`src/rtl/srrip_pkg.sv`:
```
`timescale 1ns / 1ps
`default_nettype none

package srrip_pkg;

  localparam int WAYS = 16;
  localparam int SETS = 64;

  localparam int WAY_W  = (WAYS > 1) ? $clog2(WAYS) : 1;
  localparam int SET_AW = (SETS > 1) ? $clog2(SETS) : 1;

  // Request and response field widths
  localparam int MODE_W    = 1;
  localparam int SET_W     = 6;
  localparam int WAY_IDX_W = 4;

  localparam int RRPV_W = 2;

  typedef logic [RRPV_W-1:0] rrpv_t;
  typedef rrpv_t [WAYS-1:0] row_t;

  localparam rrpv_t RRPV_NEAR    = 2'd0;
  localparam rrpv_t RRPV_LONG    = 2'd2;
  localparam rrpv_t RRPV_DISTANT = 2'd3;

  localparam row_t ROW_DISTANT = '1;

  localparam logic [MODE_W-1:0] MODE_HIT  = 1'b0;
  localparam logic [MODE_W-1:0] MODE_MISS = 1'b1;

  localparam logic [WAY_W-1:0] WAY_LAST = WAY_W'(WAYS - 1);

  typedef struct packed {
    logic             done;
    rrpv_t            maxv;
    logic [WAY_W-1:0] victim;
  } scan_stat_t;

endpackage

`default_nettype wire

```
`src/rtl/srrip_if.sv`:
```
`timescale 1ns / 1ps
`default_nettype none

interface srrip_req_if;
  logic                               valid;
  logic                               ready;
  logic [srrip_pkg::MODE_W-1:0]       mode;
  logic [srrip_pkg::SET_W-1:0]        set_index;
  logic [srrip_pkg::WAY_IDX_W-1:0]    way_index;

  modport source (output valid, output mode, output set_index, output way_index, input ready);
  modport sink (input valid, input mode, input set_index, input way_index, output ready);
endinterface

interface srrip_rsp_if;
  logic                               valid;
  logic                               ready;
  logic [srrip_pkg::SET_W-1:0]        victim_set;
  logic [srrip_pkg::WAY_IDX_W-1:0]    victim_way;

  modport source (output valid, output victim_set, output victim_way, input ready);
  modport sink (input valid, input victim_set, input victim_way, output ready);
endinterface

`default_nettype wire

```
`src/rtl/srrip_row_mem.sv`:
```
`timescale 1ns / 1ps
`default_nettype none

module srrip_row_mem (
  input  logic                          clk,
  input  logic                          rst,
  input  logic                          rd_en,
  input  logic [srrip_pkg::SET_AW-1:0]  rd_addr,
  output srrip_pkg::row_t               rd_row,
  input  logic                          we,
  input  logic [srrip_pkg::SET_AW-1:0]  wr_addr,
  input  srrip_pkg::row_t               wr_row
);

  srrip_pkg::row_t mem [srrip_pkg::SETS];
  logic [srrip_pkg::SETS-1:0] vld;
  srrip_pkg::row_t rd_data;
  logic rd_vld;

  always_ff @(posedge clk) begin
    if (we) begin
      mem[wr_addr] <= wr_row;
    end
    if (rd_en) begin
      rd_data <= mem[rd_addr];
    end
  end

  // Rows never written read as all counters distant
  always_ff @(posedge clk) begin
    if (rst) begin
      vld    <= '0;
      rd_vld <= 1'b0;
    end else begin
      if (we) begin
        vld[wr_addr] <= 1'b1;
      end
      if (rd_en) begin
        rd_vld <= vld[rd_addr];
      end
    end
  end

  assign rd_row = rd_vld ? rd_data : srrip_pkg::ROW_DISTANT;

endmodule

`default_nettype wire

```
`src/rtl/srrip_scan.sv`:
```
`timescale 1ns / 1ps
`default_nettype none

module srrip_scan (
  input  logic                    clk,
  input  logic                    rst,
  input  logic                    start,
  input  srrip_pkg::row_t         row,
  output srrip_pkg::scan_stat_t   stat
);

  logic busy;
  logic [srrip_pkg::WAY_W-1:0] idx;
  logic done;
  srrip_pkg::rrpv_t maxv;
  logic [srrip_pkg::WAY_W-1:0] victim;
  srrip_pkg::rrpv_t lane;
  srrip_pkg::rrpv_t max_next;
  logic [srrip_pkg::WAY_W-1:0] victim_next;

  assign stat = '{done: done, maxv: maxv, victim: victim};

  // One counter per cycle through the shared compare
  assign lane = row[idx];

  always_comb begin
    max_next    = maxv;
    victim_next = victim;
    if (lane > maxv) begin
      max_next    = lane;
      victim_next = idx;
    end
  end

  always_ff @(posedge clk) begin
    if (rst) begin
      busy <= 1'b0;
      idx  <= '0;
      done <= 1'b0;
    end else begin
      done <= 1'b0;
      if (start) begin
        busy <= 1'b1;
        idx  <= '0;
      end else if (busy) begin
        idx <= idx + 1'b1;
        // Stop at the first distant counter or after the last way
        if (max_next == srrip_pkg::RRPV_DISTANT || idx == srrip_pkg::WAY_LAST) begin
          busy <= 1'b0;
          done <= 1'b1;
        end
      end
    end
  end

  always_ff @(posedge clk) begin
    if (start) begin
      maxv   <= srrip_pkg::RRPV_NEAR;
      victim <= '0;
    end else if (busy) begin
      maxv   <= max_next;
      victim <= victim_next;
    end
  end

endmodule

`default_nettype wire

```
`src/rtl/srrip_set_replacement.sv`:
```
// SRRIP replacement state for a 64-set, 16-way cache, 2-bit counter per way.
// Request channel (req): mode, set_index, way_index. A hit (mode 0) marks
// the named way as near re-reference and produces no response. A miss
// (mode 1) picks the victim way in the set and returns it on the response
// channel (rsp) as victim_set / victim_way.
// A request is taken only while the block is idle; it then works on it alone.
// Sequence: a hit goes from acceptance to the next acceptance through read,
// load and write. A miss goes through read, load, scan, write and done, and
// raises the response from the done state. The scan steps one way per cycle
// through a single compare unit and stops at the first distant counter or
// after the last way, so it covers 1 to 16 ways.
// Set rows live in a single-port-per-side memory with one valid bit per row.
// Reset: all valid bits clear at once, so every row reads as all counters
// distant right after reset; no clearing pass is needed.
// Stall: the response sits in an output register. If the receiver holds
// ready low, the next request is still accepted and processed; a miss then
// waits in its final state until the output register frees.
`timescale 1ns / 1ps
`default_nettype none

module srrip_set_replacement (
  input  logic       clk,
  input  logic       rst,
  srrip_req_if.sink  req,
  srrip_rsp_if.source rsp
);

  typedef enum logic [2:0] {S_IDLE, S_LOAD, S_SCAN, S_WRITE, S_DONE} state_t;

  state_t state;

  // Captured request
  logic [srrip_pkg::MODE_W-1:0]    cur_mode;
  logic [srrip_pkg::SET_W-1:0]     cur_set;
  logic [srrip_pkg::WAY_IDX_W-1:0] cur_way;
  logic                            cur_ok;

  srrip_pkg::row_t      row;
  srrip_pkg::row_t      rd_row;
  srrip_pkg::row_t      wr_row;
  srrip_pkg::rrpv_t     age;
  srrip_pkg::scan_stat_t stat;

  logic req_fire;
  logic set_ok;
  logic way_ok;
  logic scan_start;
  logic mem_we;

  logic                            rsp_valid;
  logic [srrip_pkg::SET_W-1:0]     rsp_set;
  logic [srrip_pkg::WAY_IDX_W-1:0] rsp_way;

  assign req.ready = (state == S_IDLE);
  assign req_fire  = req.valid && req.ready;
  assign set_ok    = int'(req.set_index) < srrip_pkg::SETS;
  assign way_ok    = int'(cur_way) < srrip_pkg::WAYS;

  assign rsp.valid      = rsp_valid;
  assign rsp.victim_set = rsp_set;
  assign rsp.victim_way = rsp_way;

  srrip_row_mem u_mem (
    .clk     (clk),
    .rst     (rst),
    .rd_en   (req_fire && set_ok),
    .rd_addr (srrip_pkg::SET_AW'(req.set_index)),
    .rd_row  (rd_row),
    .we      (mem_we),
    .wr_addr (srrip_pkg::SET_AW'(cur_set)),
    .wr_row  (wr_row)
  );

  // Start the victim scan once the row is in its register
  assign scan_start = (state == S_LOAD) && (cur_mode == srrip_pkg::MODE_MISS);

  srrip_scan u_scan (
    .clk   (clk),
    .rst   (rst),
    .start (scan_start),
    .row   (row),
    .stat  (stat)
  );

  // Aging brings the set maximum up to distant; the victim is set to long.
  // A hit only clears the named way.
  assign age = srrip_pkg::RRPV_DISTANT - stat.maxv;

  always_comb begin
    for (int w = 0; w < srrip_pkg::WAYS; w++) begin
      if (cur_mode == srrip_pkg::MODE_MISS) begin
        wr_row[w] = (srrip_pkg::WAY_W'(w) == stat.victim) ? srrip_pkg::RRPV_LONG
                                                           : row[w] + age;
      end else begin
        wr_row[w] = (int'(cur_way) == w) ? srrip_pkg::RRPV_NEAR : row[w];
      end
    end
  end

  // Drop hits on ways beyond the set
  assign mem_we = (state == S_WRITE) && ((cur_mode == srrip_pkg::MODE_MISS) || way_ok);

  always_ff @(posedge clk) begin
    if (req_fire) begin
      cur_mode <= req.mode;
      cur_set  <= req.set_index;
      cur_way  <= req.way_index;
      cur_ok   <= set_ok;
    end
    if (state == S_LOAD) begin
      row <= rd_row;
    end
  end

  always_ff @(posedge clk) begin
    if (rst) begin
      state     <= S_IDLE;
      rsp_valid <= 1'b0;
    end else begin
      // The done state reloads the register itself when it is taken
      if (rsp_valid && rsp.ready && state != S_DONE) begin
        rsp_valid <= 1'b0;
      end
      unique case (state)
        S_IDLE: begin
          if (req_fire) begin
            if (set_ok) begin
              state <= S_LOAD;
            end else if (req.mode == srrip_pkg::MODE_MISS) begin
              // Set beyond the cache: answer way zero, touch nothing
              state <= S_DONE;
            end
          end
        end
        S_LOAD: begin
          state <= (cur_mode == srrip_pkg::MODE_MISS) ? S_SCAN : S_WRITE;
        end
        S_SCAN: begin
          if (stat.done) begin
            state <= S_WRITE;
          end
        end
        S_WRITE: begin
          state <= (cur_mode == srrip_pkg::MODE_MISS) ? S_DONE : S_IDLE;
        end
        S_DONE: begin
          // Hold until the output register is free
          if (!rsp_valid || rsp.ready) begin
            rsp_valid <= 1'b1;
            rsp_set   <= cur_set;
            rsp_way   <= cur_ok ? srrip_pkg::WAY_IDX_W'(stat.victim) : '0;
            state     <= S_IDLE;
          end
        end
        default: state <= S_IDLE;
      endcase
    end
  end

`ifndef SYNTHESIS
  a_rsp_from_done: assert property (@(posedge clk) disable iff (rst)
    $rose(rsp_valid) |-> $past(state) == S_DONE)
    else $error("response raised outside the done state");

  a_scan_done_in_scan: assert property (@(posedge clk) disable iff (rst)
    stat.done |-> state == S_SCAN)
    else $error("scan finished while not scanning");

  a_write_after_row: assert property (@(posedge clk) disable iff (rst)
    state == S_WRITE |-> $past(state) == S_SCAN || $past(state) == S_LOAD)
    else $error("row write without a loaded row");
`endif

endmodule

`default_nettype wire
```
`src/flat_wrapper.sv`:
```
// flat-port wrapper written by rule: the top's interface ports become plain ports
module srrip_set_replacement_flat 
  (clk, rst, req_valid, req_mode, req_set_index, req_way_index, req_ready, rsp_valid, rsp_victim_set, rsp_victim_way, rsp_ready);
  srrip_req_if req_i ();
  srrip_rsp_if rsp_i ();
  input  logic clk;
  input  logic rst;
  input wire logic [$bits(req_i.valid)-1:0] req_valid;
  input wire logic [$bits(req_i.mode)-1:0] req_mode;
  input wire logic [$bits(req_i.set_index)-1:0] req_set_index;
  input wire logic [$bits(req_i.way_index)-1:0] req_way_index;
  output wire logic [$bits(req_i.ready)-1:0] req_ready;
  output wire logic [$bits(rsp_i.valid)-1:0] rsp_valid;
  output wire logic [$bits(rsp_i.victim_set)-1:0] rsp_victim_set;
  output wire logic [$bits(rsp_i.victim_way)-1:0] rsp_victim_way;
  input wire logic [$bits(rsp_i.ready)-1:0] rsp_ready;
  assign req_i.valid = req_valid;
  assign req_i.mode = req_mode;
  assign req_i.set_index = req_set_index;
  assign req_i.way_index = req_way_index;
  assign req_ready = req_i.ready;
  assign rsp_valid = rsp_i.valid;
  assign rsp_victim_set = rsp_i.victim_set;
  assign rsp_victim_way = rsp_i.victim_way;
  assign rsp_i.ready = rsp_ready;
  srrip_set_replacement u_core (.clk(clk), .rst(rst), .req(req_i), .rsp(rsp_i));
endmodule
```
`config.mk`:
```
export PLATFORM = sky130hd
export DESIGN_NAME = srrip_set_replacement_flat
export DESIGN_NICKNAME = d
export VERILOG_FILES = /design/src/rtl/srrip_pkg.sv /design/src/rtl/srrip_if.sv /design/src/rtl/srrip_row_mem.sv /design/src/rtl/srrip_scan.sv /design/src/rtl/srrip_set_replacement.sv /design/src/flat_wrapper.sv
export SDC_FILE = /design/constraint.sdc
export NUM_CORES = 2
export LEC_CHECK = 0
export BUFFER_PORTS_ARGS = -buffer_cell sky130_fd_sc_hd__buf_2
export CAP_MARGIN = 20
export CORE_MARGIN = 4
export CORE_UTILIZATION = 47
export CTS_CLUSTER_DIAMETER = 60
export DETAILED_ROUTE_END_ITERATION = 6
export PLACE_DENSITY = 0.68
export SLEW_MARGIN = 20
export SYNTH_ARGS = -nofsm -noshare
export SYNTH_HDL_FRONTEND = slang
export SYNTH_SLANG_ARGS = --single-unit
```
`constraint.sdc`:
```
create_clock -name clk -period 6.5 [get_ports clk]
set_input_delay 0.65 -clock clk [delete_from_list [all_inputs] [get_ports clk]]
set_output_delay 0.65 -clock clk [all_outputs]
set_load 0.01 [all_outputs]
```
==> results by group <==
Placement
  • Hpwl dp: 117000 microns
  • RePlAce Congestion: ~0.84
  • I/O Buffers: 26
  • Placed cell area: 89700 sq um

STA
  • Max Freq: 262 MHz
  • Final Skew: roughly 0.042 ns
  • Final Critical Period: 3.81 ns
  • Relative max-transition margin: 23.1%
  • Endpoints failing hold: 0
  • Worst slew pin tran: about 1.2 ns
  • Max-slew violation count: 0
  • Setup TNS: 0 ns
  • Setup violations, final: 0
  • RSZ-0062 raised after global routing: false
  • Period Utilization, post-route: 58.6%

Critical path
  • Reg2Reg Setup Slack: ~2.7 ns
  • CP Data Arrival Time: 4.29 ns
  • Worst EP required: 6.97 ns
  • Max FO, Critical Path: 17
  • CP endpoint kind: register
  • CP Launch Type: register
  • Crit path kind: reg2reg

CTS
  • Clock Root Buffer: clkbuf_16
  • Post-CTS Setup Bufs: 0
  • CTS H-tree depth: 4
  • CTS resizes: 0
  • Cts bufs inserted: 216
  • Clock tree buffer depth: 3
  • Clock transition at path regs: ~0.06 ns
  • CTS tree: yes
  • Clock sink count: 2214
  • Post-CTS Hold Buffers: 5
  • Clock Latency Late Sink: approximately 0.85 ns

Power and ir drop
  • Clk pwr share: 37.6%
  • Switching Fraction: 23.6%
  • Flop pwr share: between 50% and 60%
  • Switching pwr: 7.66 mW
  • Maximum VDD drop: 248 uV
  • Comb pwr share: 9.6%
  • Cell Pwr Density: approximately 340 nW/um^2
  • Cell internal pwr: 24.7 mW
  • Pleak: 29.7 nW

Logic synthesis
  • Area of the mapped netlist: 85400 sq um
  • Adder and majority gate portion of the synthesized area: 0.293%
  • Multiplexer area fraction after synthesis: 18.2%
  • EDFF count, synth: 2133
  • Xor and xnor area share after synthesis: 0.205%
  • Synth Instances: 3741
  • Yosys cell types: 50
  • Synth Warn #: 0
  • Top_reg_cell synth: edfxtp_1
  • Simple-gate share of the synthesized area: 2.01%
  • Largest family of logic cells by synthesized area: multiplexers
  • Seq/Total Area, Yosys: 76.9%
  • Async SR Flop Fraction: 0%
  • Syn nets: about 3800
  • Mean post-synth cell area: 22.8 sq um
  • Register bit total from synthesis: 2214
  • Compound-cell area share of the yosys netlist: ~1.2%

Routing
  • Drt first-iter violations: between 6000 and 7000
  • Via count: 41500
  • Vias per cell: 6.39
  • Post-route ant nets: 0
  • Drt total wl: ~220000 microns
  • Post-route DRC: 0
  • Drt wl/cell: about 34 microns
  • Pre-antenna DRT Iters: 5

Hold path
  • Hold crit path type: in2reg

Finish
  • Layout area overhead: 13.2%
  • Layout Nets: 3964
  • Share of post-route cells with drive strength above 1: just over 30%
  • Final Cell Area: ~97000 sq um

Die
  • Core Region: 181000 sq um
  • Ports: 27
  • Die Span Y: 434 microns
  • Initial Utilization: between 40% and 50%
  • Row Count: 156
  • DIE WIDTH: 434 microns
  • Die ar.: 189000 sq um

GRT
  • Initial antenna violation count: 16
  • Global route overflow: 0
  • Largest net degree at the start of global routing: between 100 and 150
  • Tot GR Track Use: 23.6%
  • Number of global-route vias before repair: 41100
  • First-pass GRT wire length: 312000 microns

Job
  • Max-cap violations: 0

Outcome
  • Status: finished clean
[Yosys cell counts, drive strengths merged (2+ instances only)]
master	count	area (sq um)
and2	12	75.1
a32oi	2	17.5
mux2	8	90.1
buf	102	548
edfxtp	2133	64100
nor2b	19	119
dfxtp	81	1620
ha	20	250
o21bai	2	15.0
a211o	6	52.6
or2	4	25.0
a21oi	106	531
inv	7	26.3
o21ai	38	190
nor2	153	574
and3	3	18.8
nand2	73	274
nor3	8	40.0
clkbuf	100	375
mux2i	38	380
a211oi	11	82.6
nand3	55	275
a31oi	4	25.0
xnor2	19	166
o22ai	5	31.3
and3b	2	17.5
mux4	671	15100
nand2b	38	238
nand4	4	25.0
[sequential cells by signal, summed over array words and instances, names as in the netlist]
register,flops
u_core.row,32
u_core.cur_way,4
u_core.rsp.victim_way,4
u_core.cur_mode,1
u_core.u_mem.rd_vld,1
u_core.u_mem.vld,64
u_core.u_scan.busy,1
u_core.u_mem.rd_data,32
u_core.u_mem.mem,2048
u_core.rsp.valid,1
u_core.u_scan.idx,4
u_core.u_scan.maxv,2
u_core.rsp.victim_set,6
u_core.cur_set,6
u_core.u_scan.done,1
u_core.state,3
u_core.u_scan.victim,4
[power by group through the flow]
| stage | logic [mW] | registers (mW) | clock network [mW] |
|---|---|---|---|
| after floorplan | 1.73 | 17.5 | 0 |
| after global placement | 2.95 | 17.4 | 0 |
| after detailed placement | 3.08 | 17.4 | 0 |
| after CTS | 3.08 | 17.1 | 12.3 |
| after global routing | 3.32 | 17.1 | 13.0 |
| final | 3.10 | 17.1 | 12.2 |
[worst max-delay path, cell delays in order, from the launching register on]
cell     delay (ns)
dfxtp_1        0.47
and3b_1        0.32
nor2b_1        0.30
nand3_1        0.73
nor2_4         1.04
buf_4          0.53
[cells in the final DEF, fill, tap and decap left out, types with 8 or more instances in the layout]
master,n
a211oi_1,10
ha_1,20
nor2_1,89
nor2b_1,19
buf_12,9
clkinv_1,55
nand2_1,73
edfxtp_1,2133
dfxtp_1,81
buf_2,21
mux2i_1,38
nand3_1,55
and2_1,11
buf_4,131
xnor2_1,19
clkbuf_16,219
inv_6,8
o21ai_0,22
a21oi_1,90
o21ai_4,16
mux4_2,671
mux2_2,8
a21oi_4,16
clkbuf_1,47
nand2b_1,38
clkinv_2,37
bufinv_16,17
nor2_4,64
[cells by family after synthesis]
group	Yosys count
xor gates and xnor gates	20
buffers and inverters	210
and+or+nand+nor	376
adders and majority gates	20
AOI/OAI and AO/OA	184
muxes	717
DFF	2214
[final timing paths]
path | from | end | depth (start not counted)
setup / recovery | u_core.state[1]$_SDFFE_PP0P_ | u_core.u_mem.mem[46][22]$_DFFE_PP_ | 5
hold / removal | req_valid | u_core.u_mem.rd_vld$_SDFFE_PP0P_ | 3
setup reg to reg | u_core.state[1]$_SDFFE_PP0P_ | u_core.u_mem.mem[46][22]$_DFFE_PP_ | 5
hold reg to reg | u_core.u_mem.vld[44]$_SDFFE_PP0P_ | u_core.u_mem.vld[44]$_SDFFE_PP0P_ | 2
[through the flow]
step                      power [mW]  setup WS (ns)  cells  hold WS, ns  util, %
after detailed placement        20.5           2.27   6076        0.453     49.6
after global placement          20.4           1.91   6073        0.442     49.6
after floorplan                 19.2           2.44   3741        0.424        -
final                           32.4           2.69   6487        0.219     53.5
after CTS                       32.5           2.72   6483        0.157     53.5
after global routing            33.4           2.65   6484        0.187     53.5
[per-layer routing]
layer	routed length [microns]	share of wire (%)	vias up	global-route usage [%]
met5	0	0	-	0
met3	22000	10	371	4.65
met1	85200	39	22500	34.1
li1	-	-	16200	-
met4	7290	3.3	0	7.60
met2	106000	48	2375	36.8
[layout make-up]
cell class	count	area, sq um
fillers	13400	84100
multi-input cells	1317	19600
clock inverters	134	1230
clock buffers	268	5680
diodes	4	10.0
flip-flops and latches	2214	65700
inverters	8	30.0
well taps	2370	2970
repair buffers	172	1430
Power figures use the tool's default switching activity.
